$ cat src/hw/rtl/bpf_pkg.sv
// Shared types and constants for the derivation path text formatter.
// Used by bpf_digits, bpf_ctrl and bip32_path_formatter; depends on nothing.
package bpf_pkg;

  localparam int MAX_PATH_DEPTH   = 10;
  localparam int DIGIT_BUFFER_LEN = 20;
  localparam int NUM_DIGITS       = 10;
  localparam int INDEX_BITS       = 31;
  localparam int BCD_BITS         = NUM_DIGITS * 4;

  localparam logic [15:0] CAPACITY_RESET = 16'd64;

  localparam logic [7:0] CHAR_NUL   = 8'h00;
  localparam logic [7:0] CHAR_APOS  = 8'h27;
  localparam logic [7:0] CHAR_SLASH = 8'h2F;
  localparam logic [7:0] CHAR_ZERO  = 8'h30;

  localparam logic REG_CAPACITY = 1'b0;

  typedef struct packed {
    logic [31:0] component_value;
    logic        last_component;
  } in_item_t;

  typedef struct packed {
    logic [7:0] out_char;
    logic       run_last;
    logic       path_done;
    logic       space_error;
  } out_item_t;

  typedef struct packed {
    logic                  start;
    logic                  advance;
    logic [INDEX_BITS-1:0] value;
  } dig_ctrl_t;

  typedef struct packed {
    logic       ready;
    logic [3:0] digit;
    logic [3:0] remaining;
  } dig_stat_t;

  typedef enum logic [2:0] {
    ST_IDLE,
    ST_CONV,
    ST_SKIP,
    ST_DIGIT,
    ST_APOS,
    ST_TERM,
    ST_ERROR,
    ST_END
  } state_t;

endpackage

$ cat src/hw/rtl/bpf_digits.sv
// Binary to decimal conversion unit, one shift-add-3 step per cycle,
// then hands out digits most significant first. Depends on bpf_pkg.
module bpf_digits (
  input  logic              clk,
  input  logic              rst,
  input  bpf_pkg::dig_ctrl_t ctrl,
  output bpf_pkg::dig_stat_t stat
);

  logic [bpf_pkg::BCD_BITS-1:0]   bcd;
  logic [bpf_pkg::BCD_BITS-1:0]   bcd_adj;
  logic [bpf_pkg::INDEX_BITS-1:0] bin;
  logic [4:0]                     bit_cnt;
  logic [3:0]                     remaining;

  always_comb begin
    for (int i = 0; i < bpf_pkg::NUM_DIGITS; i++) begin
      if (bcd[i*4 +: 4] >= 4'd5) begin
        bcd_adj[i*4 +: 4] = bcd[i*4 +: 4] + 4'd3;
      end else begin
        bcd_adj[i*4 +: 4] = bcd[i*4 +: 4];
      end
    end
  end

  always_ff @(posedge clk) begin
    if (rst) begin
      bit_cnt   <= 5'd0;
      remaining <= 4'd0;
    end else if (ctrl.start) begin
      bin       <= ctrl.value;
      bcd       <= '0;
      bit_cnt   <= 5'(bpf_pkg::INDEX_BITS);
      remaining <= 4'(bpf_pkg::NUM_DIGITS);
    end else if (bit_cnt != 5'd0) begin
      bcd     <= {bcd_adj[bpf_pkg::BCD_BITS-2:0], bin[bpf_pkg::INDEX_BITS-1]};
      bin     <= {bin[bpf_pkg::INDEX_BITS-2:0], 1'b0};
      bit_cnt <= bit_cnt - 5'd1;
    end else if (ctrl.advance) begin
      bcd       <= {bcd[bpf_pkg::BCD_BITS-5:0], 4'd0};
      remaining <= remaining - 4'd1;
    end
  end

  assign stat.ready     = (bit_cnt == 5'd0);
  assign stat.digit     = bcd[bpf_pkg::BCD_BITS-1 -: 4];
  assign stat.remaining = remaining;

endmodule

$ cat src/hw/rtl/bpf_ctrl.sv
// Sequencer for one path component: space check, digit emission, suffixes,
// path state and the output register. Depends on bpf_pkg and bpf_digits.
module bpf_ctrl (
  input  logic               clk,
  input  logic               rst,
  input  logic [15:0]        capacity,
  input  logic               in_valid,
  output logic               in_ready,
  input  bpf_pkg::in_item_t  in_item,
  output logic               out_valid,
  input  logic               out_ready,
  output bpf_pkg::out_item_t out_item
);

  bpf_pkg::state_t    state, state_next;
  bpf_pkg::dig_ctrl_t dctl;
  bpf_pkg::dig_stat_t dstat;
  bpf_pkg::out_item_t out_item_next;

  logic        out_valid_next;
  logic [15:0] char_offset, char_offset_next;
  logic [4:0]  component_index, component_index_next;
  logic        error_latched, error_latched_next;
  logic        last_q, last_q_next;
  logic        hard_q, hard_q_next;
  logic [3:0]  n_chars, n_chars_next;
  logic        slot_free;
  logic        space_fail;

  bpf_digits u_digits (
    .clk  (clk),
    .rst  (rst),
    .ctrl (dctl),
    .stat (dstat)
  );

  assign slot_free  = !out_valid || out_ready;
  assign space_fail = ({1'b0, char_offset} + 17'(bpf_pkg::DIGIT_BUFFER_LEN + 1))
                      > {1'b0, capacity};
  assign in_ready   = (state == bpf_pkg::ST_IDLE);

  always_ff @(posedge clk) begin
    if (rst) begin
      state           <= bpf_pkg::ST_IDLE;
      out_valid       <= 1'b0;
      char_offset     <= 16'd0;
      component_index <= 5'd0;
      error_latched   <= 1'b0;
    end else begin
      state           <= state_next;
      out_valid       <= out_valid_next;
      char_offset     <= char_offset_next;
      component_index <= component_index_next;
      error_latched   <= error_latched_next;
    end
    out_item <= out_item_next;
    last_q   <= last_q_next;
    hard_q   <= hard_q_next;
    n_chars  <= n_chars_next;
  end

  always_comb begin
    state_next           = state;
    out_valid_next       = out_valid;
    out_item_next        = out_item;
    char_offset_next     = char_offset;
    component_index_next = component_index;
    error_latched_next   = error_latched;
    last_q_next          = last_q;
    hard_q_next          = hard_q;
    n_chars_next         = n_chars;
    dctl.start           = 1'b0;
    dctl.advance         = 1'b0;
    dctl.value           = in_item.component_value[bpf_pkg::INDEX_BITS-1:0];

    if (out_valid && out_ready) begin
      out_valid_next = 1'b0;
    end

    unique case (state)
      bpf_pkg::ST_IDLE: begin
        if (in_valid) begin
          priority if (error_latched) begin
            if (in_item.last_component) begin
              char_offset_next     = 16'd0;
              component_index_next = 5'd0;
              error_latched_next   = 1'b0;
            end
          end else if (component_index >= 5'(bpf_pkg::MAX_PATH_DEPTH)) begin
            if (in_item.last_component) begin
              state_next           = bpf_pkg::ST_END;
              char_offset_next     = 16'd0;
              component_index_next = 5'd0;
            end
          end else if (space_fail) begin
            state_next = bpf_pkg::ST_ERROR;
            if (in_item.last_component) begin
              char_offset_next     = 16'd0;
              component_index_next = 5'd0;
            end else begin
              error_latched_next = 1'b1;
            end
          end else begin
            dctl.start   = 1'b1;
            last_q_next  = in_item.last_component;
            hard_q_next  = in_item.component_value[31];
            n_chars_next = 4'd0;
            state_next   = bpf_pkg::ST_CONV;
          end
        end
      end
      bpf_pkg::ST_CONV: begin
        if (dstat.ready) begin
          state_next = bpf_pkg::ST_SKIP;
        end
      end
      bpf_pkg::ST_SKIP: begin
        if (dstat.digit == 4'd0 && dstat.remaining > 4'd1) begin
          dctl.advance = 1'b1;
        end else begin
          state_next = bpf_pkg::ST_DIGIT;
        end
      end
      bpf_pkg::ST_DIGIT: begin
        if (slot_free) begin
          out_valid_next = 1'b1;
          out_item_next  = '{out_char: bpf_pkg::CHAR_ZERO | {4'd0, dstat.digit},
                             run_last: 1'b0, path_done: 1'b0, space_error: 1'b0};
          n_chars_next   = n_chars + 4'd1;
          if (dstat.remaining == 4'd1) begin
            state_next = hard_q ? bpf_pkg::ST_APOS : bpf_pkg::ST_TERM;
          end else begin
            dctl.advance = 1'b1;
          end
        end
      end
      bpf_pkg::ST_APOS: begin
        if (slot_free) begin
          out_valid_next = 1'b1;
          out_item_next  = '{out_char: bpf_pkg::CHAR_APOS,
                             run_last: 1'b0, path_done: 1'b0, space_error: 1'b0};
          n_chars_next   = n_chars + 4'd1;
          state_next     = bpf_pkg::ST_TERM;
        end
      end
      bpf_pkg::ST_TERM: begin
        if (slot_free) begin
          out_valid_next = 1'b1;
          state_next     = bpf_pkg::ST_IDLE;
          if (last_q) begin
            out_item_next        = '{out_char: bpf_pkg::CHAR_NUL,
                                     run_last: 1'b1, path_done: 1'b1, space_error: 1'b0};
            char_offset_next     = 16'd0;
            component_index_next = 5'd0;
          end else begin
            out_item_next        = '{out_char: bpf_pkg::CHAR_SLASH,
                                     run_last: 1'b1, path_done: 1'b0, space_error: 1'b0};
            char_offset_next     = char_offset + {12'd0, n_chars} + 16'd1;
            component_index_next = component_index + 5'd1;
          end
        end
      end
      bpf_pkg::ST_ERROR: begin
        if (slot_free) begin
          out_valid_next = 1'b1;
          out_item_next  = '{out_char: bpf_pkg::CHAR_NUL,
                             run_last: 1'b1, path_done: 1'b0, space_error: 1'b1};
          state_next     = bpf_pkg::ST_IDLE;
        end
      end
      bpf_pkg::ST_END: begin
        if (slot_free) begin
          out_valid_next = 1'b1;
          out_item_next  = '{out_char: bpf_pkg::CHAR_NUL,
                             run_last: 1'b1, path_done: 1'b1, space_error: 1'b0};
          state_next     = bpf_pkg::ST_IDLE;
        end
      end
      default: begin
        state_next = bpf_pkg::ST_IDLE;
      end
    endcase
  end

  a_done_is_last: assert property (@(posedge clk) disable iff (rst)
    out_valid && out_item.path_done |-> out_item.run_last)
    else $error("Path terminator not marked as the last result of its item.");

  a_error_shape: assert property (@(posedge clk) disable iff (rst)
    out_valid && out_item.space_error |->
      out_item.run_last && !out_item.path_done && out_item.out_char == bpf_pkg::CHAR_NUL)
    else $error("Space error result has the wrong form.");

  a_depth_bound: assert property (@(posedge clk) disable iff (rst)
    component_index <= 5'(bpf_pkg::MAX_PATH_DEPTH))
    else $error("Component index exceeded the depth bound.");

  a_error_below_depth: assert property (@(posedge clk) disable iff (rst)
    error_latched |-> component_index < 5'(bpf_pkg::MAX_PATH_DEPTH))
    else $error("Error latched beyond the depth bound.");

  a_digit_after_conv: assert property (@(posedge clk) disable iff (rst)
    state == bpf_pkg::ST_DIGIT |-> dstat.ready && dstat.remaining != 4'd0)
    else $error("Digit emitted before conversion finished.");

endmodule

$ cat src/hw/rtl/bip32_path_formatter.sv
// Each item carries one derivation path component and is turned into its text,
// one character per result item: the decimal index with no leading zeros, an
// apostrophe when hardened, then '/' or a terminating NUL. For a formatted
// component the shift-add-3 conversion unit runs 31 steps, leading zeros are
// dropped one per cycle, and the output register moves one character per cycle
// while the output is not stalled. Error and depth-bound items yield at most a
// single NUL result. Depends on bpf_pkg and bpf_ctrl.
module bip32_path_formatter (
  input  logic               clk,
  input  logic               rst,
  input  logic               in_valid,
  output logic               in_ready,
  input  bpf_pkg::in_item_t  in_item,
  output logic               out_valid,
  input  logic               out_ready,
  output bpf_pkg::out_item_t out_item,
  input  logic               psel,
  input  logic               penable,
  input  logic               pwrite,
  input  logic [2:0]         paddr,
  input  logic [31:0]        pwdata,
  output logic [31:0]        prdata,
  output logic               pready
);

  logic [15:0] capacity;

  assign pready = 1'b1;

  always_ff @(posedge clk) begin
    if (rst) begin
      capacity <= bpf_pkg::CAPACITY_RESET;
    end else if (psel && penable && pwrite && paddr[2] == bpf_pkg::REG_CAPACITY) begin
      capacity <= pwdata[15:0];
    end
  end

  assign prdata = (paddr[2] == bpf_pkg::REG_CAPACITY) ? {16'd0, capacity} : 32'd0;

  bpf_ctrl u_ctrl (
    .clk       (clk),
    .rst       (rst),
    .capacity  (capacity),
    .in_valid  (in_valid),
    .in_ready  (in_ready),
    .in_item   (in_item),
    .out_valid (out_valid),
    .out_ready (out_ready),
    .out_item  (out_item)
  );

endmodule
$ cat config.mk
export PLATFORM = sky130hd
export DESIGN_NAME = bip32_path_formatter
export DESIGN_NICKNAME = d
export VERILOG_FILES = /design/src/hw/rtl/bpf_pkg.sv /design/src/hw/rtl/bpf_digits.sv /design/src/hw/rtl/bpf_ctrl.sv /design/src/hw/rtl/bip32_path_formatter.sv
export SDC_FILE = /design/constraint.sdc
export NUM_CORES = 1
export LEC_CHECK = 0
export ABC_AREA = 1
export BUFFER_PORTS_ARGS = -buffer_cell sky130_fd_sc_hd__clkbuf_2
export CORE_MARGIN = 4
export CORE_UTILIZATION = 35
export CTS_CLUSTER_DIAMETER = 60
export DETAILED_ROUTE_END_ITERATION = 7
export PLACE_DENSITY = 0.66
export SYNTH_ARGS = -nofsm -noshare
export SYNTH_HDL_FRONTEND = slang
export SYNTH_SLANG_ARGS = --single-unit
$ cat constraint.sdc
create_clock -name clk -period 4.1 [get_ports clk]
set_input_delay 0.82 -clock clk [delete_from_list [all_inputs] [get_ports clk]]
set_output_delay 0.82 -clock clk [all_outputs]
set_load 0.02 [all_outputs]
* Word-level counts from Yosys, hierarchy flattened
Index checks and enable logic that the tools add are counted.
** Cells by class
- Eq/ne operators :: 25
- Order comparisons :: 13
- Multiplexer cells :: 78
- Reductions and logical operators :: 31
- Add/sub/neg operators :: 17
- Bitwise operators :: 6
** Operators with widths (number)
- $mux 16 :: 8
- $mux 40 :: 2
- $mux 4 :: 17
- $mux 31 :: 2
- $mux 11 :: 5
- $pmux 11 s5 :: 1
- $mux 5 :: 9
- $ge 4x3->1 const B :: 10
- $add 4x2->4 const B :: 9
- $mux 3 :: 12
- $pmux 16 s2 :: 1
- $ne 2x1->1 const B :: 10
- $pmux 3 s6 :: 1
- $add 16x5->17 const B :: 1
- $gt 17x16->1 :: 1
- $add 16x1->16 const B :: 1
- $add 16x4->16 :: 1
- $mux 1 :: 16
- $eq 3x3->1 const B :: 4
- $reduce_and 6->1 :: 2
- $ne 2x2->1 const B :: 5
- $pmux 5 s2 :: 1
- $reduce_and 2->1 :: 5
- $reduce_bool 5->1 :: 2
- other kinds (30) :: 44
** Word-level totals
- Logic and storage cells :: 188
- Input bits :: 75
- Output and inout bits :: 46
- Flip-flop bits (word level) :: 139

* Depth between registers and ports, before layout
Gate-level depths: netlist (run 1).
- Word-level depth :: 9
- Mapped depth :: 26
- Gate-level depth less buffers :: 26

* Cells and area by module
From an unflattened synthesis (run 1), not the netlist that was laid out.
** Second synthesis, totals
- Cell total of the unflattened synthesis :: 1098
- Area, all modules :: 8710.9 um2
** Modules (own cells, without submodules)
- bpf_digits :: cells each 483, area an instance 4408.0 um2, sequential area each 2312.2 um2, instances 1
- bpf_ctrl :: cells each 456, area an instance 3251.9 um2, sequential area each 970.9 um2, instances 1
- bip32_path_formatter :: cells each 159, area an instance 1051.0 um2, sequential area each 320.3 um2, instances 1

* Worst setup path after synthesis (run 1)
No wires, ideal clock.
- Path kind :: register -> register
- Start point :: register u_ctrl.char_offset[0]
- End point :: register u_ctrl.u_digits.bin[0] (netlist name), enable pin
- Data required time :: 3680 ps
- Path slack :: -209 ps
- Cell stages (with the launch flop) :: 25
- Clock period less this slack :: 4309 ps
- Library setup time :: 420 ps
- Arrival :: 3890 ps
- Path through :: dfxtp_1 -> inv_1 -> o21bai_1 -> a21oi_1 -> nor2_1 -> nand2_1 -> nor2_1 -> xor2_1 -> ha_1 -> nand2_1 -> inv_1 -> nand2_1 -> nor2_1 -> a21oi_1 -> nand2_1 -> nand2_1 -> nand2_1 -> nand2_1 -> nand2_1 -> nand2_2 -> nand3_2 -> buf_6 -> nand2_2 -> inv_1 -> nor2_1
** On the way
- Cells in the longest elaborated chain, start to end :: 9
** RTL lines
- start: declaration :: RTL line bpf_ctrl.sv:21 : logic [15:0] char_offset, char_offset_next;
- start signal: assignment :: RTL line bpf_ctrl.sv:52 : char_offset <= char_offset_next;
- $add 16x5->17 :: RTL line bpf_ctrl.sv:38 : assign space_fail = ({1'b0, char_offset} + 17'(bpf_pkg::DIGIT_BUFFER_LEN + 1))
- $gt 17x16->1 :: RTL line bpf_ctrl.sv:39 : > {1'b0, capacity};
- $mux 1 :: RTL line bpf_ctrl.sv:95 : end else if (space_fail) begin
- $mux 1 :: RTL line bpf_ctrl.sv:89 : end else if (component_index >= 5'(bpf_pkg::MAX_PATH_DEPTH)) begin
- $mux 1 :: RTL line bpf_ctrl.sv:83 : priority if (error_latched) begin
- $mux 1 :: RTL line bpf_ctrl.sv:82 : if (in_valid) begin
- $mux 1 :: RTL line bpf_ctrl.sv:80 : unique case (state)
- $reduce_bool 2->1 (no line)
- $reduce_and 2->1 (no line)
- end signal: assignment :: RTL line bpf_digits.sv:31 : bin <= ctrl.value;
- end signal: assignment :: RTL line bpf_digits.sv:37 : bin <= {bin[bpf_pkg::INDEX_BITS-2:0], 1'b0};
- end: declaration :: RTL line bpf_digits.sv:12 : logic [bpf_pkg::INDEX_BITS-1:0] bin;
Every way passes these cells.
A chain may end at the register's enable or synchronous reset.

* Final worst setup path (run 1)
- Start point :: register u_ctrl.char_offset[0]
- End point :: register u_ctrl.u_digits.bcd[27] (netlist name), enable pin
** On the way
- Cells in the longest elaborated chain, start to end :: 9
** RTL lines
- $add 16x5->17 :: RTL line bpf_ctrl.sv:38
- $gt 17x16->1 :: RTL line bpf_ctrl.sv:39
- $mux 1 :: RTL line bpf_ctrl.sv:95
- $mux 1 :: RTL line bpf_ctrl.sv:89
- $mux 1 :: RTL line bpf_ctrl.sv:83
- $mux 1 :: RTL line bpf_ctrl.sv:82
- $mux 1 :: RTL line bpf_ctrl.sv:80
- $reduce_bool 3->1 (no line)
- $reduce_and 2->1 (no line)
- end signal: assignment :: RTL line bpf_digits.sv:36 : bcd <= {bcd_adj[bpf_pkg::BCD_BITS-2:0], bin[bpf_pkg::INDEX_BITS-1]};
- end signal: assignment :: RTL line bpf_digits.sv:40 : bcd <= {bcd[bpf_pkg::BCD_BITS-5:0], 4'd0};
- end: declaration :: RTL line bpf_digits.sv:10 : logic [bpf_pkg::BCD_BITS-1:0] bcd;
Every way passes these cells.

==> results.toml, run 1 <==
[global_route]
grt.total_usage_pct = 13.3
grt_first_pass_wirelength_um = 29600
overflow_after_grt = 0
vias_in_the_first_global_route = 6470
antenna_found_initial = 0
grt_max_degree = 46

[clock_network]
post_cts_hold_fix_bufs = 0
clk_latency_ps = 430
post_cts_resized = 0
cts-htree-levels = 4
clock_tree.root_cell = "clkbuf_16"
cts_tree = "built"
clk_path_buf_depth = 2
clk_transition_reported_paths_ps = 60
clkSinkCount = 137
cts_made_buffers = 17
cts_post_setup_buffers_inserted = 0

[pwr]
leakage_nw = 4.61
proportion_of_total_power_due_to_net_switching_pct = 44.8
power_per_cell_area_nw_per_um2 = 896
share_comb_of_total_power_pct = 49.8
sw_power_mw = 3.92
sequentialPowerShare_pct = 33.3
finalPower_mw = 8.75
ir_worst_vdd_mv = 0.345
pwr-share-clk_pct = 17.0
p_int_mw = 4.83

[hold_path]
min_path_type = "reg -> reg"

[floorplanning]
die-area_um2 = 27000
io-pin-count = 121
coreArea_um2 = 23800
die_x_um = 164
start_util_pct = 36.0
placement_rows = 56
dieHeight_um = 164

[logic_synthesis]
yosysWarnings = 0
synth.yosys.seq_area_share_pct = 42.2
yosysTopAreaCell = "edfxtp_1"
synth_enable_flop_cells = 86
synth_cells = 1113
ys_dominant_reg_cell = "edfxtp_1"
synth-compound-area-share_pct = 12.5
async_flop_share_pct = 0
netlist_area_um2 = 8540
avgSynthCellArea_um2 = 7.68
post_synth_mux_area_share_pct = 0
synth_top_family_by_area = "simple AND/OR/NAND/NOR gates"
synth_simple_gate_area_share_pct = 22.8
netlist_top_cells_area = "edfxtp_1, nand2_1, dfxtp_1, ha_1, inv_1"
yosys_register_bits = 137
post_synth_fa_ha_maj_area_fraction_pct = 7.41
synthDominantCellAreaShare_pct = 30.2
synth_xor_area_share_pct = 3.38
ys_types = 41

[flow_run]
cap_violations = 0

[sta]
rsz0062_at_grt = "false"
layout_worst_path_cycle_share_pct = 87.7
fmax_ghz = 0.278
hold_viol_final = 0
slew_viol_final = 0
max_slew_margin_pct = 27.0
timing.final.crit_period_ps = 3600
final-setup-viol-count = 0
tightestPinTransition_ps = 1090
accumulated_negative_setup_slack_ps = 0
fin_worst_skew_ps = 13.7

[placed_design]
placed_insts = 1480
dp_hpwl_um = 12400
place.port_buffers = 83
gp_congestion = 0.789

[cells_and_area]
final_net_count = 1305
mostFrequentLayoutCell = "nand2_1"
final_cell_count_no_fill = 1512
num-fill-cells = 2404
area.growth.synth_to_final_pct = 14.3
drive_above_1_share_pct = 14.4
post-route-util_pct = 41.1
mostFrequentLayoutCells = "nand2_1, inv_1, o21ai_0"
antenna_cells = 0

[drt]
remaining_drc_errors = 0
wl_per_instance_um = 11.7
routed_via_density = 4.63
route.antenna.remaining_nets = 0
route.vias.total = 7003
routed_wirelength_um = 17600
dr.pass1.iters = 5
drt-initial-drc-count = 466

[worst_setup_path]
timing.critical_path.slowest_cell_delay_ps = 370
critical_path.max_fanout = 36
worstSetupStartpointType = "register"
critPathMostFrequentCell = "nand2_1"
critical_path_rt_ps = 4220
worst_path_dominant_cell_family = "simple AND/OR/NAND/NOR gates"
critical_path_top_delay_cell = "dfxtp_1"
worst_ep_arrival_time_ps = 3720
cp_num_buf_inv = 3
cp_cell_sequence = "inv_1, o21bai_1, a21oi_1, nor2_1, nand2_1, nor2_1, xor2_1, ha_1, nand2_1, inv_1, nand2_1, nor2_1, a21oi_1, nand2_1, nand2_1, nand2_1, nand2_1, nand2_1, nand2_2, nand3_2, nand2_2, o21a_1, buf_12"
worst-setup-path-type = "reg -> reg"
crit_path_end_kind = "register"

[outcome]
status = "finished, final reports clean"
[power groups by stage]
stage	Clock, mW	Combinational, mW	Sequential [mW]
floorplan	0	3.58	2.80
global route	1.60	5.11	2.99
CTS	1.53	4.41	2.91
finish	1.48	4.35	2.91
detailed placement	0	4.38	2.93
global placement	0	4.26	2.91
[stage by stage]
step | setup WS, ps | instance area, µm² | hold slack, ps
after floorplan | 217 | 8610 | 451
after global placement | 476 | 9190 | 479
after detailed placement | 483 | 9190 | 483
after CTS | 446 | 9770 | 497
after global routing | 167 | 9770 | 518
final | 504 | 9770 | 492
[cell usage after synthesis (all sizes together), types with 7 or more instances]
master	count
a21oi	71
dfxtp	51
buf	43
nor2	97
xnor2	7
nand2	291
edfxtp	86
inv	166
o211ai	12
o21ai	105
xor2	26
clkbuf	20
ha	49
nand3	55
[state kept, by name, summed over array words and instances (netlist names), 4 cells and up]
signal,flops
u_ctrl.u_digits.bcd,40
u_ctrl.out_item,9
u_ctrl.n_chars,4
u_ctrl.u_digits.bit_cnt,5
u_ctrl.char_offset,16
capacity,16
u_ctrl.u_digits.bin,31
u_ctrl.component_index,5
u_ctrl.u_digits.remaining,4
[path summary, 6_finish.rpt]
check	to	startpoint	slack [ps]	cells past startpoint
setup / recovery	u_ctrl.u_digits.bcd[27]$_SDFFCE_PN0P_	u_ctrl.char_offset[0]$_SDFFE_PP0P_	500	23
hold / removal	capacity[2]$_SDFFE_PP0P_	capacity[2]$_SDFFE_PP0P_	490	2
setup reg to reg	u_ctrl.u_digits.bcd[27]$_SDFFCE_PN0P_	u_ctrl.char_offset[0]$_SDFFE_PP0P_	500	23
hold reg to reg	capacity[2]$_SDFFE_PP0P_	capacity[2]$_SDFFE_PP0P_	490	2
[per-layer routing]
metal / wire [µm] / part of all wire (%) / vias up / GRT usage, %
met1: 8380 / 47 / 3176 / 17.0
met5: 0 / 0 / - / 0
met3: 826 / 4.7 / 15 / 3.39
met2: 8260 / 47 / 135 / 22.5
li1: - / - / 3677 / -
met4: 189 / 1.1 / 0 / 3.66
[area by class of cell]
class | instances | area, µm² | area share (%)
Sequential cell | 137 | 3600 | 36.9
Multi-Input combinational cell | 762 | 4010 | 41.0
Timing Repair Buffer | 94 | 548 | 5.61
Clock buffer | 17 | 425 | 4.36
Tap cell | 319 | 399 | 4.09
Clock inverter | 15 | 153 | 1.56
Inverter | 168 | 633 | 6.48
[kinds of logic after synthesis]
group	Yosys count
fa+ha+maj	50
compound gates	198
xor+xnor	33
other cells	2
flops	137
buf+inv	231
simple gates	462
[worst reg2reg max path, delay by kind of cell, from the launching register on]
family                     cells  cell delay (ps)
AOI/OAI and AO/OA              4              670
xor gates and xnor gates       1              170
adders and majority gates      1              240
buffers and inverters          3              380
DFF                            1              370
and+or+nand+nor               14             1440
(Power assumes the default switching activity.)
==> run 2: changes to the inputs <==
--- a/config.mk
+++ b/config.mk
@@ -8,10 +8,11 @@
 export ABC_AREA = 1
 export BUFFER_PORTS_ARGS = -buffer_cell sky130_fd_sc_hd__clkbuf_2
 export CORE_MARGIN = 4
-export CORE_UTILIZATION = 35
+export CORE_UTILIZATION = 53
 export CTS_CLUSTER_DIAMETER = 60
 export DETAILED_ROUTE_END_ITERATION = 7
-export PLACE_DENSITY = 0.66
+export MAX_ROUTING_LAYER = met4
+export PLACE_DENSITY = 0.89
 export SYNTH_ARGS = -nofsm -noshare
 export SYNTH_HDL_FRONTEND = slang
 export SYNTH_SLANG_ARGS = --single-unit
==> run 2 against run 1 <==
Clock power is essentially flat. Wire length shrank 1.7%. Setup slack gained 28 ps. Critical endpoint is now u_ctrl.u_digits.bin[5]$_DFFE_PP_. Largest cell class unchanged. Largest power group unchanged.
==> results.toml, run 2 (synthesis gave the netlist of run 1 again) <==
[placed_design]
gp_congestion = 0.841
place.port_buffers = 83
post-place-ws_ps = 449
total_placed_instance_area_um2 = 9020
placed_insts = 1374
dp_hpwl_um = 12100

[global_route]
antenna_found_initial = 1
grt_first_pass_wirelength_um = 29500
grt.total_usage_pct = 20.3
overflow_after_grt = 0
grt_max_degree = 77
vias_in_the_first_global_route = 6590

[drt]
route.vias.total = 7043
route.antenna.remaining_nets = 0
routed_via_density = 5.01
remaining_drc_errors = 0
dr.pass1.iters = 5
routed_wirelength_um = 17400
drt-initial-drc-count = 456
wl_per_instance_um = 12.3

[floorplanning]
die-area_um2 = 18200
dieHeight_um = 135
die_x_um = 135
coreArea_um2 = 15800
io-pin-count = 121
placement_rows = 46
start_util_pct = 54.0

[hold_path]
hold_path_startpoint = "capacity[0]$_SDFFE_PP0P_"
holdPathEnd = "capacity[0]$_SDFFE_PP0P_"
min_path_type = "reg -> reg"
hold_path_depth = 2

[clock_network]
clk_path_buf_depth = 2
cts_tree = "built"
clkSinkCount = 137
clk_latency_ps = 430
cts_made_buffers = 17
clk_transition_reported_paths_ps = 60
cts-htree-levels = 4
clock_tree.root_cell = "clkbuf_16"

[worst_setup_path]
crit-reg2reg-capture = "u_ctrl.u_digits.bin[5]$_DFFE_PP_"
critical_path_top_delay_cell = "dfxtp_1"
critical_path_rt_ps = 4290
crit-reg2reg-launch = "u_ctrl.char_offset[0]$_SDFFE_PP0P_"
reg2reg_slack_ps = 530
critPathMostFrequentCell = "nand2_1"
worst_path_dominant_cell_family = "simple AND/OR/NAND/NOR gates"
worstSetupStartpointType = "register"
crit_path_end_kind = "register"
timing.reg2reg.worst_path_depth = 25
timing.critical_path.slowest_cell_delay_ps = 360
worst_ep_arrival_time_ps = 3760
cp_num_buf_inv = 5
worst-setup-path-type = "reg -> reg"
critical_path.max_fanout = 76

[sta]
max_slew_margin_pct = 30.2
layout_worst_path_cycle_share_pct = 87.0
tightestPinTransition_ps = 1050
rsz0062_at_grt = "false"
hold_viol_final = 0
final-setup-viol-count = 0
fin_ws_ps = 533
accumulated_negative_setup_slack_ps = 0
fin_worst_skew_ps = 8.58
fin_hold_ws_ps = 500
fmax_ghz = 0.280
slew_viol_final = 0
timing.final.crit_period_ps = 3570

[cells_and_area]
reg.largest.list = "u_ctrl.u_digits.bcd: 40 flops, u_ctrl.u_digits.bin: 31 flops"
final_cell_count_no_fill = 1407
largest_register = "u_ctrl.u_digits.bcd"
drive_above_1_share_pct = 13.8
post-route-util_pct = 60.6
largest_register_ffs = 40
final_net_count = 1302
mostFrequentLayoutCell = "nand2_1"
multiInputGateArea_um2 = 4010
area.sequential_um2 = 3600
num-fill-cells = 1351
area.growth.synth_to_final_pct = 12.3
final_design_area_no_fill_um2 = 9590
mostFrequentLayoutCells = "nand2_1, inv_1, o21ai_0"

[pwr]
ir_worst_vdd_mv = 0.563
power_per_cell_area_nw_per_um2 = 912
leakage_nw = 4.57
finalPower_mw = 8.75

[outcome]
status = "finished, final reports clean"

[flow_run]
cap_violations = 0
## run 2: cell types whose count changed in the layout (fill, tap and decap cells not counted), sizes merged
cell / before / now
buf: 11 / 8
clkinvlp: 0 / 4
clkinv: 9 / 8
inv: 174 / 167
diode: 0 / 1
clkbuf: 100 / 102
bufinv: 0 / 2
## run 2: final cells by class
cell class / instances / share of cell area, %
clock buffer: 19 / 4.51
clock inverter: 13 / 1.34
multi-input combinational: 762 / 41.8
sequential: 137 / 37.6
inverter: 168 / 6.60
antenna: 1 / 0.0261
tap: 216 / 2.82
timing repair buffer: 91 / 5.39
## run 2: tightest hold or removal path, cell delays in order (launching register included)
cell,delay (ps)
dfxtp_1,320
inv_1,70
a21oi_1,60
## run 2: power by group
part	leakage (nW)	total [mW]	internal, mW	switching [mW]
Sequential	1.25	2.91	2.44	0.472
Combinational	3.05	4.36	1.56	2.80
Clock	0.262	1.48	0.887	0.592
Total	4.57	8.75	4.88	3.87
## run 2: how the worst max path moves through the flow
stage / start / end / cells after the start
floorplan: u_ctrl.char_offset[0]$_SDFFE_PP0P_ / u_ctrl.u_digits.bcd[0]$_SDFFCE_PP0P_ / 23
global placement: u_ctrl.char_offset[0]$_SDFFE_PP0P_ / u_ctrl.u_digits.bin[25]$_DFFE_PP_ / 24
detailed placement: u_ctrl.char_offset[1]$_SDFFE_PP0P_ / u_ctrl.u_digits.bin[23]$_DFFE_PP_ / 24
CTS: u_ctrl.char_offset[0]$_SDFFE_PP0P_ / u_ctrl.u_digits.bin[27]$_DFFE_PP_ / 24
global route: u_ctrl.char_offset[1]$_SDFFE_PP0P_ / u_ctrl.u_digits.bin[23]$_DFFE_PP_ / 24
finish: u_ctrl.char_offset[0]$_SDFFE_PP0P_ / u_ctrl.u_digits.bin[5]$_DFFE_PP_ / 25
## run 2: what timing repair did
action / in CTS / in global routing
hold endpoints to repair: 0 / 0
resized for setup: 0 / 1
setup endpoints to repair: 0 / 31
buffers inserted: 0 / 0
hold buffers: 0 / 0
## run 2: routing by layer
| layer | routed length (µm) | up-vias | GRT usage, % |
|---|---|---|---|
| met5 | 0 | - | - |
| met4 | 440 | 0 | 8.29 |
| met2 | 8190 | 196 | 32.4 |
| met1 | 7650 | 3144 | 25.3 |
| li1 | - | 3675 | - |
| met3 | 1070 | 28 | 4.17 |
==> run 3: changes to the inputs <==
--- a/config.mk
+++ b/config.mk
@@ -8,11 +8,12 @@
 export ABC_AREA = 1
 export BUFFER_PORTS_ARGS = -buffer_cell sky130_fd_sc_hd__clkbuf_2
 export CORE_MARGIN = 4
-export CORE_UTILIZATION = 53
+export CORE_UTILIZATION = 54
+export CTS_BUF_LIST = sky130_fd_sc_hd__clkbuf_4
 export CTS_CLUSTER_DIAMETER = 60
 export DETAILED_ROUTE_END_ITERATION = 7
 export MAX_ROUTING_LAYER = met4
-export PLACE_DENSITY = 0.89
+export PLACE_DENSITY = 0.9
 export SYNTH_ARGS = -nofsm -noshare
 export SYNTH_HDL_FRONTEND = slang
 export SYNTH_SLANG_ARGS = --single-unit
==> run 3 against run 2 <==
Fmax down 2.1%. Via count rose by 1.9%. Wire length is 0.65% higher. Critical endpoint is now u_ctrl.u_digits.bin[14]$_DFFE_PP_.
==> results.toml, run 3 (synthesis gave the netlist of run 1 again) <==
[outcome]
status = "finished, final reports clean"

[sta]
rsz0062_at_grt = "false"
accumulated_negative_setup_slack_ps = 0
max_slew_margin_pct = 55.2
timing.final.crit_period_ps = 3640
final-setup-viol-count = 0
slew_viol_final = 0
fin_ws_ps = 458
tightestPinTransition_ps = 671
fin_worst_skew_ps = 23.8
layout_worst_path_cycle_share_pct = 88.8
hold_viol_final = 0
fmax_ghz = 0.275

[clock_network]
clock_tree.root_cell = "clkbuf_4"
post_cts_hold_fix_bufs = 0
cts_made_buffers = 17
cts-htree-levels = 4
clk_latency_ps = 580
clk_transition_reported_paths_ps = 130
post_cts_resized = 0
cts_tree = "built"
cts_post_setup_buffers_inserted = 0
clkSinkCount = 137
clk_path_buf_depth = 2

[placed_design]
total_placed_instance_area_um2 = 9030
place.port_buffers = 83
post-place-ws_ps = 480
gp_congestion = 0.866
dp_hpwl_um = 12300

[pwr]
p_int_mw = 4.30
leakage_nw = 4.45
pwr-share-clk_pct = 10.7
sw_power_mw = 3.88
share_comb_of_total_power_pct = 54.0
proportion_of_total_power_due_to_net_switching_pct = 47.4
sequentialPowerShare_pct = 35.4
power_per_cell_area_nw_per_um2 = 879
ir_worst_vdd_mv = 0.565

[drt]
routed_wirelength_um = 17500
wl_per_instance_um = 12.4
drt-initial-drc-count = 460
route.vias.total = 7178
remaining_drc_errors = 0
routed_via_density = 5.11
dr.pass1.iters = 5
route.antenna.remaining_nets = 0

[cells_and_area]
reg.largest.list = "u_ctrl.u_digits.bcd: 40 flops, u_ctrl.u_digits.bin: 31 flops"
largest_register = "u_ctrl.u_digits.bcd"
num-fill-cells = 1322
post-route-util_pct = 60.6
drive_above_1_share_pct = 14.3
final_design_area_no_fill_um2 = 9310
largest_register_ffs = 40
area.growth.synth_to_final_pct = 8.95
final_net_count = 1304
mostFrequentLayoutCell = "nand2_1"
mostFrequentLayoutCells = "nand2_1, inv_1, o21ai_0"

[global_route]
overflow_after_grt = 0
grt_first_pass_wirelength_um = 29700
vias_in_the_first_global_route = 6718
grt.total_usage_pct = 20.5
grt_max_degree = 45
antenna_found_initial = 0

[floorplanning]
io-pin-count = 121
coreArea_um2 = 15400
placement_rows = 45
die_x_um = 134
die-area_um2 = 17900
dieHeight_um = 134
start_util_pct = 55.6

[hold_path]
min_path_type = "in -> reg"

[flow_run]
cap_violations = 0

[worst_setup_path]
critical_path.max_fanout = 34
worst_ep_arrival_time_ps = 3990
worst-setup-path-type = "reg -> reg"
crit_path_end_kind = "register"
critical_path_rt_ps = 4450
worstSetupStartpointType = "register"
[run 3: metal layers]
| metal | part of all wire [%] | global-route usage, % | up-vias |
|---|---|---|---|
| met5 | 0 | - | - |
| met2 | 48 | 34.0 | 220 |
| li1 | - | - | 3677 |
| met3 | 6.6 | 4.58 | 34 |
| met1 | 44 | 24.9 | 3247 |
| met4 | 1.7 | 6.91 | 0 |
[run 3: stage by stage]
stage,hold slack [ps],total power [mW],std cells
2_1_floorplan,451,6.38,1130
3_3_place_gp,476,7.05,1371
3_5_place_dp,483,7.28,1371
4_1_cts,394,8.20,1403
5_1_grt,382,9.05,1403
6_report,418,8.18,1404
[run 3: power groups by stage]
stage                     clock (mW)  combinational, mW  sequential [mW]
after floorplan                    0               3.58             2.80
after global placement             0               4.17             2.88
after detailed placement           0               4.36             2.92
after CTS                      0.889               4.42             2.89
after global routing           0.953               5.12             2.98
final                          0.873               4.42             2.90
[run 3: worst paths after layout]
check / slack (ps) / cells after the start / startpoint / endpoint
max: 460 / 25 / u_ctrl.char_offset[1]$_SDFFE_PP0P_ / u_ctrl.u_digits.bin[14]$_DFFE_PP_
min: 420 / 1 / in_item[32] / u_ctrl.hard_q$_DFFE_PP_
max reg2reg: 460 / 25 / u_ctrl.char_offset[1]$_SDFFE_PP0P_ / u_ctrl.u_digits.bin[14]$_DFFE_PP_
min reg2reg: 500 / 2 / capacity[9]$_SDFFE_PP0P_ / capacity[9]$_SDFFE_PP0P_
[run 3: cell type report]
type                    instances  area (µm²)  area share [%]
multi-input cells             762        4010            43.0
flip-flops and latches        137        3600            38.7
inverters                     168         633            6.80
repair buffers                 93         528            5.67
well taps                     211         264            2.84
clock inverters                15         144            1.55
clock buffers                  17         128            1.37
diodes                          1        2.50          0.0269
[run 3: critical path, stage by stage (launching register included)]
cell	delay, ps
dfxtp_1	400
inv_1	100
o21bai_1	210
a21oi_1	130
nor2_1	260
nand2_1	140
nor2_1	180
xor2_1	110
ha_1	290
nand2_1	40
inv_1	60
nand2_1	80
nor2_1	150
a21oi_1	80
nand2_1	60
nand2_1	40
nand2_1	50
nand2_1	50
nand2_1	60
nand2_2	120
nand3_2	120
buf_4	320
inv_2	80
buf_12	180
nand2_1	70
nand2_1	60
